==> config.mk <==
export PLATFORM = sky130hd
export DESIGN_NAME = serial_command_sensor_reporter_core
export DESIGN_NICKNAME = d
export VERILOG_FILES = /design/src/sv/scsr_pkg.sv /design/src/sv/scsr_bcd.sv /design/src/sv/serial_command_sensor_reporter_core.sv
export SDC_FILE = /design/constraint.sdc
export NUM_CORES = 1
export LEC_CHECK = 0
export BUFFER_PORTS_ARGS = -buffer_cell sky130_fd_sc_hd__buf_2
export CAP_MARGIN = 25
export CORE_UTILIZATION = 31
export CTS_BUF_LIST = sky130_fd_sc_hd__clkbuf_4
export DETAILED_ROUTE_END_ITERATION = 8
export SLEW_MARGIN = 20
export SYNTH_ARGS = -nofsm -noshare
export SYNTH_HDL_FRONTEND = slang
export SYNTH_SLANG_ARGS = --single-unit
==> constraint.sdc <==
create_clock -name clk_i -period 3.94 [get_ports clk_i]
set_input_delay 0.788 -clock clk_i [delete_from_list [all_inputs] [get_ports clk_i]]
set_output_delay 0.788 -clock clk_i [all_outputs]
set_load 0.005 [all_outputs]
==> src/sv/scsr_pkg.sv <==
// shared types and constants for the serial command sensor reporter
`default_nettype none

package scsr_pkg;

  // frame delimiters and ascii digit base
  localparam logic [7:0] CharHash = 8'h23;
  localparam logic [7:0] CharStar = 8'h2A;
  localparam logic [7:0] CharZero = 8'h30;

  // sensor channels and keywords
  localparam int unsigned NumChannels = 5;
  localparam int unsigned KeyCount    = 6;
  localparam int unsigned KeyMaxLen   = 14;
  localparam logic [2:0]  NoChannel   = 3'd5;

  // width of the sample and of its decimal form
  localparam int unsigned SampleW = 12;
  localparam int unsigned BcdW    = 16;

  // keyword text without the closing star, right aligned
  localparam logic [8*KeyMaxLen-1:0] KeyText [KeyCount] = '{
    (8*KeyMaxLen)'("#TEMP"),
    (8*KeyMaxLen)'("#ANEMOMETER"),
    (8*KeyMaxLen)'({"#RAIN_", "DROP"}),
    (8*KeyMaxLen)'({"#SOIL_", "MOISTURE"}),
    (8*KeyMaxLen)'({"#UV_", "LEVEL"}),
    (8*KeyMaxLen)'("#OFF")
  };

  localparam int unsigned KeyLen [KeyCount] = '{5, 11, 10, 14, 9, 4};

  localparam logic [4:0] KeyLeds [KeyCount] = '{
    5'h10, 5'h08, 5'h04, 5'h02, 5'h01, 5'h00
  };

  localparam logic [2:0] KeyChan [KeyCount] = '{
    3'd0, 3'd1, 3'd2, 3'd3, 3'd4, NoChannel
  };

  // status of the serial decimal converter
  typedef struct packed {
    logic busy;
    logic done;
  } bcd_stat_t;

  // character p of keyword k, zero past its end
  function automatic logic [7:0] key_byte(input int unsigned k, input int unsigned p);
    logic [8*KeyMaxLen-1:0] txt;
    int unsigned            len;
    txt = KeyText[k];
    len = KeyLen[k];
    if (p < len) begin
      key_byte = txt[8*(len-1-p) +: 8];
    end else begin
      key_byte = 8'h00;
    end
  endfunction

endpackage

`default_nettype wire

==> src/sv/scsr_bcd.sv <==
// bit-serial binary to decimal converter (shift and add three)
`default_nettype none

module scsr_bcd
  import scsr_pkg::*;
(
  input  wire logic               clk_i,
  input  wire logic               rst_ni,
  input  wire logic               start_i,
  input  wire logic [SampleW-1:0] value_i,
  output bcd_stat_t               stat_o,
  output logic [BcdW-1:0]         bcd_o
);

  localparam int unsigned CntW = $clog2(SampleW + 1);

  logic [SampleW-1:0] bin_q;
  logic [BcdW-1:0]    bcd_q;
  logic [BcdW-1:0]    adj;
  logic [CntW-1:0]    cnt_q;
  logic               busy_q;
  logic               done_q;

  // add three to every digit of five or more before the shift
  always_comb begin
    for (int i = 0; i < BcdW / 4; i++) begin
      if (bcd_q[4*i +: 4] >= 4'd5) begin
        adj[4*i +: 4] = bcd_q[4*i +: 4] + 4'd3;
      end else begin
        adj[4*i +: 4] = bcd_q[4*i +: 4];
      end
    end
  end

  // one binary bit enters the decimal shift register per cycle
  always_ff @(posedge clk_i or negedge rst_ni) begin
    if (!rst_ni) begin
      bin_q  <= '0;
      bcd_q  <= '0;
      cnt_q  <= '0;
      busy_q <= 1'b0;
      done_q <= 1'b0;
    end else begin
      done_q <= 1'b0;
      if (start_i) begin
        bin_q  <= value_i;
        bcd_q  <= '0;
        cnt_q  <= CntW'(SampleW);
        busy_q <= 1'b1;
      end else if (busy_q) begin
        bcd_q <= {adj[BcdW-2:0], bin_q[SampleW-1]};
        bin_q <= {bin_q[SampleW-2:0], 1'b0};
        cnt_q <= cnt_q - CntW'(1);
        if (cnt_q == CntW'(1)) begin
          busy_q <= 1'b0;
          done_q <= 1'b1;
        end
      end
    end
  end

  assign stat_o.busy = busy_q;
  assign stat_o.done = done_q;
  assign bcd_o       = bcd_q;

endmodule

`default_nettype wire

==> src/sv/serial_command_sensor_reporter_core.sv <==
// serial command frame parser with decimal sensor reply
//
//   channel | signals                                   | direction
//   --------+-------------------------------------------+----------
//   in      | in_valid_i / in_ready_o, operation_i,     | into block
//           | rx_char_i, sample_channel_i,              |
//           | sample_value_i                            |
//   out     | out_valid_o / out_ready_i, tx_char_o,     | out of block
//           | last_char_o, led_pattern_o                |
//
// a byte or sample update is taken only while idle; keywords are matched as bytes arrive
// a matched frame runs the bit-serial decimal converter, then
// gives one digit per cycle while out_ready_i is high (up to 4 digits)
// in_ready_o is low until the reply is sent
// reset clears the frame state, the samples and the indicators
// a stalled output simply holds the current digit
`default_nettype none

module serial_command_sensor_reporter_core
  import scsr_pkg::*;
#(
  parameter int unsigned FRAME_CAPACITY = 16
) (
  input  wire logic         clk_i,
  input  wire logic         rst_ni,
  input  wire logic         in_valid_i,
  output logic              in_ready_o,
  input  wire logic         operation_i,
  input  wire logic [7:0]   rx_char_i,
  input  wire logic [2:0]   sample_channel_i,
  input  wire logic [11:0]  sample_value_i,
  output logic              out_valid_o,
  input  wire logic         out_ready_i,
  output logic [7:0]        tx_char_o,
  output logic              last_char_o,
  output logic [4:0]        led_pattern_o
);

  localparam int unsigned     PosW   = $clog2(FRAME_CAPACITY + 1);
  localparam logic [PosW-1:0] CapPos = PosW'(FRAME_CAPACITY);

  typedef enum logic [1:0] {
    ST_IDLE,
    ST_CONV,
    ST_EMIT
  } state_e;

  state_e             state_q;
  logic [PosW-1:0]    pos_q;
  logic               ovf_q;
  logic [KeyCount-1:0] match_q;
  logic [SampleW-1:0] samples_q [NumChannels];
  logic [4:0]         leds_q;
  logic [BcdW-1:0]    digits_q;
  logic [2:0]         left_q;

  logic               accept;
  logic               is_byte;
  logic               is_close;
  logic               hit_any;
  logic [4:0]         hit_leds;
  logic [2:0]         hit_chan;
  logic               conv_start;
  logic [SampleW-1:0] conv_value;
  bcd_stat_t          conv_stat;
  logic [BcdW-1:0]    conv_bcd;

  assign accept   = in_valid_i && in_ready_o;
  assign is_byte  = !operation_i && (rx_char_i != 8'h00);
  assign is_close = is_byte && (rx_char_i == CharStar) && (pos_q != '0);

  // keyword hit: still matching and frame length equals keyword length
  always_comb begin
    hit_any  = 1'b0;
    hit_leds = '0;
    hit_chan = NoChannel;
    for (int k = 0; k < KeyCount; k++) begin
      if (match_q[k] && (int'(pos_q) == KeyLen[k])) begin
        hit_any  = 1'b1;
        hit_leds = KeyLeds[k];
        hit_chan = KeyChan[k];
      end
    end
  end

  assign conv_start = accept && is_close && hit_any && !ovf_q;
  assign conv_value = (hit_chan != NoChannel) ? samples_q[hit_chan] : '0;

  scsr_bcd u_bcd (
    .clk_i   (clk_i),
    .rst_ni  (rst_ni),
    .start_i (conv_start),
    .value_i (conv_value),
    .stat_o  (conv_stat),
    .bcd_o   (conv_bcd)
  );

  // frame tracking, sample store and reply sequencing
  always_ff @(posedge clk_i or negedge rst_ni) begin
    if (!rst_ni) begin
      state_q  <= ST_IDLE;
      pos_q    <= '0;
      ovf_q    <= 1'b0;
      match_q  <= '0;
      leds_q   <= '0;
      digits_q <= '0;
      left_q   <= '0;
      for (int i = 0; i < NumChannels; i++) begin
        samples_q[i] <= '0;
      end
    end else begin
      case (state_q)
        ST_IDLE: begin
          if (accept) begin
            if (operation_i) begin
              if (sample_channel_i < 3'(NumChannels)) begin
                samples_q[sample_channel_i] <= sample_value_i;
              end
            end else if (is_byte) begin
              if (rx_char_i == CharHash) begin
                pos_q   <= PosW'(1);
                ovf_q   <= 1'b0;
                match_q <= '1;
              end else if (pos_q != '0) begin
                if (rx_char_i == CharStar) begin
                  pos_q <= '0;
                  ovf_q <= 1'b0;
                  if (conv_start) begin
                    leds_q  <= hit_leds;
                    state_q <= ST_CONV;
                  end
                end else if (pos_q < CapPos) begin
                  for (int k = 0; k < KeyCount; k++) begin
                    match_q[k] <= match_q[k] &&
                                  (rx_char_i == key_byte(k, int'(pos_q)));
                  end
                  pos_q <= pos_q + PosW'(1);
                end else begin
                  ovf_q <= 1'b1;
                end
              end
            end
          end
        end
        ST_CONV: begin
          // drop leading zeros, keep at least one digit
          if (conv_stat.done) begin
            state_q <= ST_EMIT;
            if (conv_bcd[15:12] != 4'd0) begin
              digits_q <= conv_bcd;
              left_q   <= 3'd4;
            end else if (conv_bcd[11:8] != 4'd0) begin
              digits_q <= {conv_bcd[11:0], 4'd0};
              left_q   <= 3'd3;
            end else if (conv_bcd[7:4] != 4'd0) begin
              digits_q <= {conv_bcd[7:0], 8'd0};
              left_q   <= 3'd2;
            end else begin
              digits_q <= {conv_bcd[3:0], 12'd0};
              left_q   <= 3'd1;
            end
          end
        end
        ST_EMIT: begin
          if (out_ready_i) begin
            digits_q <= {digits_q[BcdW-5:0], 4'd0};
            left_q   <= left_q - 3'd1;
            if (left_q == 3'd1) begin
              state_q <= ST_IDLE;
            end
          end
        end
        default: begin
          state_q <= ST_IDLE;
        end
      endcase
    end
  end

  assign in_ready_o    = (state_q == ST_IDLE);
  assign out_valid_o   = (state_q == ST_EMIT);
  assign tx_char_o     = CharZero | {4'd0, digits_q[BcdW-1 -: 4]};
  assign last_char_o   = (left_q == 3'd1);
  assign led_pattern_o = leds_q;

`ifndef NO_ASSERTIONS
  // input is held off while a reply is pending
  a_no_overlap: assert property (@(posedge clk_i) disable iff (!rst_ni)
    out_valid_o |-> !in_ready_o)
    else $error("input accepted during reply");

  // the final digit hands control back to the input side
  a_last_frees: assert property (@(posedge clk_i) disable iff (!rst_ni)
    (out_valid_o && out_ready_i && last_char_o) |=> in_ready_o)
    else $error("block not idle after last digit");

  // converter only finishes while the sequencer waits for it
  a_done_in_conv: assert property (@(posedge clk_i) disable iff (!rst_ni)
    conv_stat.done |-> (state_q == ST_CONV))
    else $error("conversion done outside conversion state");

  // converter only runs while the sequencer waits for it
  a_busy_in_conv: assert property (@(posedge clk_i) disable iff (!rst_ni)
    conv_stat.busy |-> (state_q == ST_CONV))
    else $error("conversion running outside conversion state");

  // every transmitted character is a decimal digit
  a_digit: assert property (@(posedge clk_i) disable iff (!rst_ni)
    out_valid_o |-> (tx_char_o[7:4] == 4'h3 && tx_char_o[3:0] <= 4'd9))
    else $error("non-digit character");

  // at most one indicator lit
  a_one_led: assert property (@(posedge clk_i) disable iff (!rst_ni)
    $onehot0(led_pattern_o))
    else $error("more than one indicator lit");
`endif

endmodule

`default_nettype wire
==> impl_metrics.yaml, run 1 <==
global_routing:
  grt_start_max_net_pins: 95
  grt_pass1_vias: 6481
  grt_overflow: 0
  antenna_found_initial: 1
  grt.total_usage_pct: 16.0
  grt_pass1_wl_microns: 36000
pwr:
  p_per_area_mw_per_mm2: 557
  p_leak_nw: 3.85
  vdd_ir_drop_max_v: 0.000240
  total_power_mw: 5.15
synth:
  synthFlopType: "dfrtp_1"
  synth_fa_ha_area_share_pct: 4.10
  synth-compound-area-share_pct: 19.2
  synthSimpleGateAreaFrac_pct: 17.0
  synth-xor-area-share_pct: 3.57
  syn_area_per_cell_sq_um: 9.35
  synthMuxAreaShare_pct: 11.9
  synth_top_family_by_area: "compound AO/OA/AOI/OAI gates"
  synthArstFlopShare_pct: 100
  yosysWarnings: 0
  ys_seq_area_share_pct: 38.6
  synth-edff-count: 0
  synth_cells: 915
  ys_ff_latch: 132
  yosysUniqueCellTypes: 87
  synth_area_sq_mm: 0.00855
clock_tree:
  clock_path_buffers: 2
  cts_root_buffer: "clkbuf_4"
  post-cts-setup-buffers: 0
  cts_tree: "done"
  clock_sink_count: 132
  clkTransAtPathRegs_ns: 0.15
  clk_latency_ns: 0.54
  cts_resized: 0
  ctsHoldBuffers: 0
  cts_max_level: 4
  cts_made_buffers: 17
floorplanning:
  dieHeight_microns: 168
  ios: 44
  die_w_microns: 168
  die-area_sq_mm: 0.0283
  core.rowCount: 60
  core_area_sq_mm: 0.0270
  initial_core_util_pct: 31.6
finish:
  final_cell_mix: "dfrtp_1 (132), nand2_1 (70), a21oi_1 (70), nor2_1 (64), mux2_2 (63)"
  syn_to_final_growth_pct: 8.05
  drive_above_1_share_pct: 19.2
  nNetsFinal: 975
  mostFrequentLayoutCell: "dfrtp_1"
  n_fill_cell: 2758
detailed_routing:
  vias: 6962
  wl_microns: 21900
  drt_drc_violations_left: 0
  wl_per_cell_microns: 17.2
  dr.pass1.iters: 5
  drtIter0Drc: 625
  ant_nets: 0
  vias_per_cell: 5.46
setup_path:
  r2r_end: "match_q[2]$_DFFE_PN0P_"
  timing.rr.start: "pos_q[1]$_DFFE_PN0P_"
  worst-path-max-fanout: 18
  critPathRequiredTime_ns: 3.15
  reg2regPathDepth: 8
  start_kind: "flip-flop"
  r2r_setup_slack_ns: 0.76
  crit_arrival_ns: 2.45
  end_kind: "output pin"
  critPathKind: "reg -> out"
sta:
  fin_crit_ns: 3.23
  tightest_slew_ns: 0.977
  finalCritPeriodShare_pct: 82.1
  rsz0062_at_grt: "no"
  setup-violations-final: 0
  tns_ns: 0
  max_freq_ghz: 0.309
  hold_viol_final: 0
  maxSlewViolCount: 0
  relSlewSlack_pct: 34.9
  finClkSkew_ns: 0.0236
placement:
  hpwl_microns: 15100
  gp_congestion: 0.968
  io_buffers: 39
job:
  max_cap_violations: 0
worst_hold_path:
  hold_class: "in -> async"
outcome:
  outcome: "complete, no violations"
## worst max path at each step
stage,endpoint,start,slack (ns),cells past startpoint
after floorplan,match_q[3]$_DFFE_PN0P_,pos_q[1]$_DFFE_PN0P_,1.33,11
after global placement,u_bcd.bin_q[6]$_DFFE_PN0P_,rx_char_i[3],0.82,9
after detailed placement,u_bcd.bin_q[4]$_DFFE_PN0P_,rx_char_i[3],0.79,9
after CTS,out_valid_o,state_q[0]$_DFFE_PN0P_,0.65,3
after global routing,out_valid_o,state_q[0]$_DFFE_PN0P_,0.41,3
final,out_valid_o,state_q[0]$_DFFE_PN0P_,0.71,3
## report_power, final
group	total [mW]	switching [mW]	internal (mW)	leakage, nW
combinational	2.51	1.55	0.958	2.06
clock	0.964	0.660	0.304	0.161
sequential	1.68	0.137	1.54	1.63
total	5.15	2.34	2.80	3.85
## per-stage QoR
| stage | setup WS (ns) | cells | hold WS (ns) | instance area, sq um | utilization, % |
|---|---|---|---|---|---|
| detailed placement | 0.786 | 1241 | 0.466 | 8930 | 33.1 |
| global route | 0.412 | 1274 | 0.318 | 9240 | 34.2 |
| finish | 0.706 | 1274 | 0.272 | 9240 | 34.2 |
| floorplan | 1.33 | 917 | 0.436 | 8560 | - |
| CTS | 0.654 | 1273 | 0.314 | 9240 | 34.2 |
| global placement | 0.819 | 1241 | 0.456 | 8930 | 33.1 |
## layer usage
metal	track usage, %	vias to the layer above	wire, microns
met2	23.9	242	9720
li1	-	3355	-
met1	23.4	3340	10700
met5	0	-	0
met4	4.55	0	334
met3	2.87	25	1080
## Yosys cell counts (all sizes together), types with 6 or more instances
cell,n,area (sq um)
dfrtp,132,3300
nand2,72,275
a21oi,70,350
nor2,69,282
mux2,63,709
o21ai,63,315
buf,43,282
mux2i,31,310
ha,28,350
clkbuf,26,97.6
nand3,26,130
xnor2,26,235
nor3,24,120
o22ai,24,150
a211oi,22,170
inv,21,78.8
nor2b,12,75.1
nand2b,11,68.8
nand4,10,68.8
nor3b,9,67.6
xor2,8,70.1
a221oi,7,67.6
a31oi,7,58.8
o211ai,7,52.6
nand4b,6,52.6
## state kept, by name (all words and copies together) (netlist names)
name / cells
led_pattern_o: 5
u_bcd.done_q: 1
u_bcd.bcd_o: 16
ovf_q: 1
state_q: 2
left_q: 3
samples_q: 60
pos_q: 5
u_bcd.cnt_q: 4
u_bcd.busy_q: 1
u_bcd.bin_q: 12
match_q: 6
digits_q: 16
## critical path, stage by stage, from the launching register on
cell and delay [ns]:
dfrtp_1 0.41, nand2b_1 0.58, clkinv_1 0.62, buf_2 0.30
## layout make-up
type / count / area [sq um] / share of cell area, %
clock inverters: 15 / 178 / 1.92
inverters: 24 / 90.1 / 0.975
clock buffers: 17 / 128 / 1.38
well taps: 341 / 427 / 4.62
diodes: 1 / 2.50 / 0.0271
repair buffers: 52 / 312 / 3.37
multi-input cells: 692 / 4800 / 52.0
flip-flops and latches: 132 / 3300 / 35.7
## logic make-up (layout without fill, tap and decap cells)
family	count (synthesis)	count (layout)
multiplexers	94	94
buffers and inverters	93	108
AO/OA/AOI/OAI	255	255
other	2	5
flip-flops	132	132
XOR/XNOR	34	34
adder cells (fa/ha/maj)	28	28
AND/OR/NAND/NOR	277	277
No activity file was read; power rests on OpenSTA's default activity.
==> run 2: changes to the inputs <==
- clock period: 3.94 -> 3.1 ns (I/O delays scaled with it)
==> run 2 against run 1 <==
Critical endpoint is now match_q[1]$_DFFE_PN0P_. Combinational power up 31%. Die area unchanged. Clock skew up 0.016 ns. Flip-flop and latch count unchanged. Sequential power up 27%. First-iteration DRC count down 13%. Cell count up 1.9%. Critical path depth up 6. Cell area up 2.1%. Global-route usage up 0.28 points.
==> impl_metrics.yaml, run 2 (synthesis results as in run 1) <==
global_routing:
  antenna_found_initial: 1
  grt_pass1_wl_microns: 36600
  grt_overflow: 0
  grt_pass1_vias: 6817
  grt.total_usage_pct: 16.3
  grt_start_max_net_pins: 52
sta:
  whs_ns: 0.309
  setup-violations-final: 0
  finClkSkew_ns: 0.0397
  hold_viol_final: 0
  maxSlewViolCount: 0
  relSlewSlack_pct: 37.4
  finalCritPeriodShare_pct: 88.4
  rsz0062_at_grt: "no"
  fin_crit_ns: 2.74
  tightest_slew_ns: 0.932
  max_freq_ghz: 0.365
  tns_ns: 0
clock_tree:
  cts_made_buffers: 17
  cts_max_level: 4
  clkTransAtPathRegs_ns: 0.17
  cts_root_buffer: "clkbuf_4"
  cts_tree: "done"
  clock_sink_count: 132
  clock_path_buffers: 2
  clk_latency_ns: 0.58
  post-cts-setup-buffers: 0
detailed_routing:
  drtIter0Drc: 546
  ant_nets: 0
  drt_drc_violations_left: 0
  wl_per_cell_microns: 17.1
  vias_per_cell: 5.44
  dr.pass1.iters: 5
  wl_microns: 22100
  vias: 7055
floorplanning:
  die_w_microns: 168
  ios: 44
  core.rowCount: 60
  core_area_sq_mm: 0.0270
  dieHeight_microns: 168
  die-area_sq_mm: 0.0283
  initial_core_util_pct: 31.6
setup_path:
  critPathRequiredTime_ns: 3.58
  crit_arrival_ns: 3.22
  end_kind: "flip-flop"
  critPathKind: "reg -> reg"
  worst-path-max-fanout: 12
  start_kind: "flip-flop"
finish:
  final_cell_mix: "dfrtp_1 (132), nand2_1 (70), a21oi_1 (70), nor2_1 (64), mux2_2 (63)"
  design_area_sq_mm: 0.00943
  mostFrequentLayoutCell: "dfrtp_1"
  regMostFlops: "samples_q"
  nNetsFinal: 999
  drive_above_1_share_pct: 21.1
  largest_reg_flops: 60
  syn_to_final_growth_pct: 10.3
placement:
  placed_area_sq_mm: 0.00910
  hpwl_microns: 15800
  io_buffers: 39
  gp_congestion: 0.929
pwr:
  p_per_area_mw_per_mm2: 704
  total_power_mw: 6.64
  power.switching_mw: 2.99
  power.share.sequential_pct: 32.0
  p_int_mw: 3.65
  vdd_ir_drop_max_v: 0.000374
  p_leak_nw: 3.97
  switching_share_pct: 45.1
  p_comb_share_pct: 49.5
  pwr-share-clk_pct: 18.5
outcome:
  outcome: "complete, no violations"
worst_hold_path:
  hold_class: "in -> reg"
job:
  max_cap_violations: 0
## run 2: cell count changes in the layout (fill, tap and decap cells not counted), sizes merged
cell and change:
clkinv -1, buf +23, dlygate4sd3 +1, inv +1
## run 2: cell type report
cell class                      instances  area [sq um]
Fill cell                            2783         17600
Multi-Input combinational cell        692          4810
Sequential cell                       132          3300
Timing Repair Buffer                   76           494
Tap cell                              341           427
Clock inverter                         15           178
Clock buffer                           17           128
Inverter                               24          90.1
Antenna cell                            1          2.50
## run 2: through the flow
step / cells / setup WS [ns] / utilization (%)
after detailed placement: 1264 / 0.321 / 33.7
after global routing: 1298 / 0.112 / 34.9
after global placement: 1264 / 0.396 / 33.7
final: 1298 / 0.359 / 34.9
after floorplan: 917 / 0.493 / -
after CTS: 1297 / 0.268 / 34.9
## run 2: power groups by stage
stage               clock network (mW)  logic, mW  registers (mW)
floorplan                            0       2.49            2.13
global placement                     0       3.19            2.15
detailed placement                   0       3.19            2.16
CTS                               1.28       3.21            2.12
global route                      1.36       3.61            2.16
finish                            1.23       3.28            2.13
## run 2: final timing paths
check | start | to | slack [ns] | depth (start not counted)
max | pos_q[2]$_DFFE_PN0P_ | match_q[1]$_DFFE_PN0P_ | 0.36 | 9
min | sample_value_i[7] | samples_q[19]$_DFFE_PN0P_ | 0.31 | 2
max reg2reg | pos_q[2]$_DFFE_PN0P_ | match_q[1]$_DFFE_PN0P_ | 0.36 | 9
max in group asynchronous | rst_ni | pos_q[1]$_DFFE_PN0P_ | 1.80 | 3
min reg2reg | u_bcd.done_q$_DFF_PN0_ | state_q[0]$_DFFE_PN0P_ | 0.49 | 1
min in group asynchronous | rst_ni | match_q[1]$_DFFE_PN0P_ | 0.57 | 2
## run 2: metal layers
layer / vias to the layer above / wire length [microns] / global-route usage, %
met4: 0 / 606 / 5.77
met5: - / 0 / 0
li1: 3393 / - / -
met1: 3415 / 10600 / 22.8
met2: 209 / 9690 / 24.5
met3: 38 / 1270 / 3.57
## run 2: timing repair
item	CTS	global route
gates resized for setup	0	1
setup endpoints to repair	0	1
hold buffers	1	0
hold endpoints to repair	48	0
## run 2: critical path, cell delays in order, from the launching register on
cell       delay, ns
dfrtp_1         0.40
inv_1           0.18
ha_1            0.47
or2b_1          0.30
o21ai_1         0.10
or3_1           0.37
nor3_1          0.27
xnor2_1         0.18
o2111ai_1       0.15
o31ai_1         0.25
==> run 3: changes to the inputs <==
- ABC_AREA: unset -> 1
==> run 3 against run 2 <==
Area after synthesis is 0.38% lower. Clock skew is 0.017 ns lower. First-iteration DRC count is 39% higher. Utilization is 0.093 points lower. Cell area is 0.54% lower. Critical endpoint is now u_bcd.bin_q[3]$_DFFE_PN0P_.
==> impl_metrics.yaml, run 3 <==
outcome:
  outcome: "complete, no violations"
sta:
  max_freq_ghz: 0.391
  relSlewSlack_pct: 54.4
  fin_crit_ns: 2.56
  rsz0062_at_grt: "no"
  tightest_slew_ns: 0.682
  setup-violations-final: 0
  finClkSkew_ns: 0.0225
  fin_ws_ns: 0.540
  tns_ns: 0
  maxSlewViolCount: 0
  finalCritPeriodShare_pct: 82.6
  hold_viol_final: 0
placement:
  placed_area_sq_mm: 0.00906
  place_ws_ns: 0.508
  gp_congestion: 0.906
  io_buffers: 39
  hpwl_microns: 17300
synth:
  yosysMostFrequentCell: "nand2_1"
  synthTopCellsByCount: "nand2_1 (351), o21ai_0 (134), dfrtp_1 (132)"
  ys_seq_area_share_pct: 38.8
  synthFlopType: "dfrtp_1"
  yosysTopAreaCellShare_pct: 38.8
  synthArstFlopShare_pct: 100
  yosysTopAreaCell: "dfrtp_1"
  yosysWarnings: 0
  synth_area_sq_mm: 0.00852
  yosysUniqueCellTypes: 47
  synth-edff-count: 0
  synth_cells: 1201
  synth.area.top_cells: "dfrtp_1 (39%), nand2_1 (15%), o21ai_0 (7.9%)"
  syn_area_per_cell_sq_um: 7.09
  ys_ff_latch: 132
detailed_routing:
  vias: 8035
  wl_per_cell_microns: 14.8
  vias_per_cell: 5.06
  ant_nets: 0
  dr.pass1.iters: 5
  wl_microns: 23600
  drt_drc_violations_left: 0
  drtIter0Drc: 757
floorplanning:
  die_w_microns: 168
  core_area_sq_mm: 0.0270
  die-area_sq_mm: 0.0281
  ios: 44
  initial_core_util_pct: 31.6
  core.rowCount: 60
  dieHeight_microns: 168
clock_tree:
  cts_max_level: 4
  clk_latency_ns: 0.56
  cts_resized: 0
  clock_sink_count: 132
  clkTransAtPathRegs_ns: 0.14
  ctsHoldBuffers: 0
  cts_root_buffer: "clkbuf_4"
  post-cts-setup-buffers: 0
  cts_made_buffers: 17
  cts_tree: "done"
  clock_path_buffers: 2
global_routing:
  grt_pass1_vias: 7411
  grt.total_usage_pct: 17.3
  antenna_found_initial: 0
  grt_overflow: 0
  grt_pass1_wl_microns: 39000
  grt_start_max_net_pins: 68
pwr:
  p_per_area_mw_per_mm2: 647
  p_leak_nw: 4.62
  vdd_ir_drop_max_v: 0.000254
setup_path:
  worst-path-max-fanout: 11
  path_cells: "inv_2 > ha_1 > nand2_1 > nor2_1 > nor2_1 > inv_1 > nor2_1 > inv_1 > nor2_1 > a21oi_1 > nand2_1 > a21oi_1"
  crit_buf_inv: 3
  timing.rr.start: "pos_q[3]$_DFFE_PN0P_"
  r2r_end: "u_bcd.bin_q[3]$_DFFE_PN0P_"
  path_delay_family: "simple AND/OR/NAND/NOR gates"
  critPathRequiredTime_ns: 3.53
  cp_num_cells: 12
  r2r_setup_slack_ns: 0.54
  end_kind: "flip-flop"
  startpoint: "pos_q[3]$_DFFE_PN0P_"
  start_kind: "flip-flop"
  critPathKind: "reg -> reg"
  crit_path_max_incr_delay_ns: 0.55
  cpMostUsedCell: "nor2_1"
  cp_slowest_cell: "dfrtp_1"
  reg2regPathDepth: 12
  cp-endpoint: "u_bcd.bin_q[3]$_DFFE_PN0P_"
  crit_arrival_ns: 2.99
job:
  max_cap_violations: 0
finish:
  design_area_sq_mm: 0.00938
  syn_to_final_growth_pct: 10.1
  largest_reg_flops: 60
  drive_above_1_share_pct: 10.5
  final_util_pct: 34.8
  nNetsFinal: 1290
  regMostFlops: "samples_q"
  mostFrequentLayoutCell: "nand2_1"
  final_cell_mix: "nand2_1 (351), o21ai_0 (134), dfrtp_1 (132), inv_1 (116), nand3_1 (93)"
worst_hold_path:
  hold_class: "in -> async"
-- run 3: changes by cell type after synthesis, moves of 18 or more --
cell | previous run | this run
a211oi_1 | 21 | 0
inv_1 | 20 | 116
mux2_2 | 63 | 0
mux2i_1 | 31 | 0
nand2_1 | 70 | 351
nand3_1 | 26 | 93
nand4_1 | 9 | 30
nor2_1 | 64 | 90
nor3_1 | 24 | 6
o21ai_0 | 57 | 134
xnor2_1 | 25 | 1
-- run 3: kinds of logic (layout without fill, tap and decap cells) --
group	count (synthesis)	count (layout)	synth area share (%)
AO/OA/AOI/OAI	250	250	16.4
XOR/XNOR	14	14	1.53
AND/OR/NAND/NOR	595	595	30.1
flip-flops	132	132	38.8
adder cells (fa/ha/maj)	28	28	4.11
buffers and inverters	180	224	9.08
other	2	5	0.0882
-- run 3: worst min path at each step --
stage	cells after the start	end	slack (ns)	from
final	1	samples_q[57]$_DFFE_PN0P_	0.04	rst_ni
after global routing	1	samples_q[33]$_DFFE_PN0P_	0.05	rst_ni
after CTS	1	samples_q[57]$_DFFE_PN0P_	0.04	rst_ni
after detailed placement	2	match_q[0]$_DFFE_PN0P_	0.47	match_q[0]$_DFFE_PN0P_
after global placement	2	match_q[0]$_DFFE_PN0P_	0.46	match_q[0]$_DFFE_PN0P_
after floorplan	0	digits_q[0]$_DFFE_PN0P_	0.32	rst_ni
-- run 3: per-layer routing --
layer / share of wire, % / wire, microns / track usage, % / vias to the layer above
met5: 0 / 0 / 0 / -
met4: 1.4 / 321 / 4.11 / 0
met3: 5.1 / 1210 / 2.80 / 23
met2: 41 / 9710 / 24.4 / 239
met1: 52 / 12300 / 26.9 / 3732
li1: - / - / - / 4041
-- run 3: worst register-to-register path: stages, from the launching register on --
cell and delay [ns]:
dfrtp_1 0.55, inv_2 0.17, ha_1 0.23, nand2_1 0.11, nor2_1 0.07, nor2_1 0.26, inv_1 0.16, nor2_1 0.19
inv_1 0.21, nor2_1 0.26, a21oi_1 0.10, nand2_1 0.09, a21oi_1 0.07
-- run 3: power breakdown --
| group | switching, mW | internal [mW] | leakage [nW] |
|---|---|---|---|
| combinational | 1.93 | 0.797 | 2.76 |
| clock | 0.724 | 0.584 | 0.172 |
| sequential | 0.123 | 1.91 | 1.69 |
-- run 3: final cells by class --
type,instances,area [sq um]
antenna,1,2.50
timing repair buffer,64,402
clock buffer,17,128
fill,2861,17600
multi-input combinational,891,4450
inverter,128,480
tap,341,427
clock inverter,15,190
sequential,132,3300
-- run 3: metrics by stage --
step / instances / power (mW) / hold WS [ns]
floorplan: 1203 / 4.02 / 0.324
global placement: 1556 / 4.78 / 0.459
detailed placement: 1556 / 4.74 / 0.470
CTS: 1588 / 6.06 / 0.0354
global route: 1588 / 6.54 / 0.0489
finish: 1589 / 6.07 / 0.0425
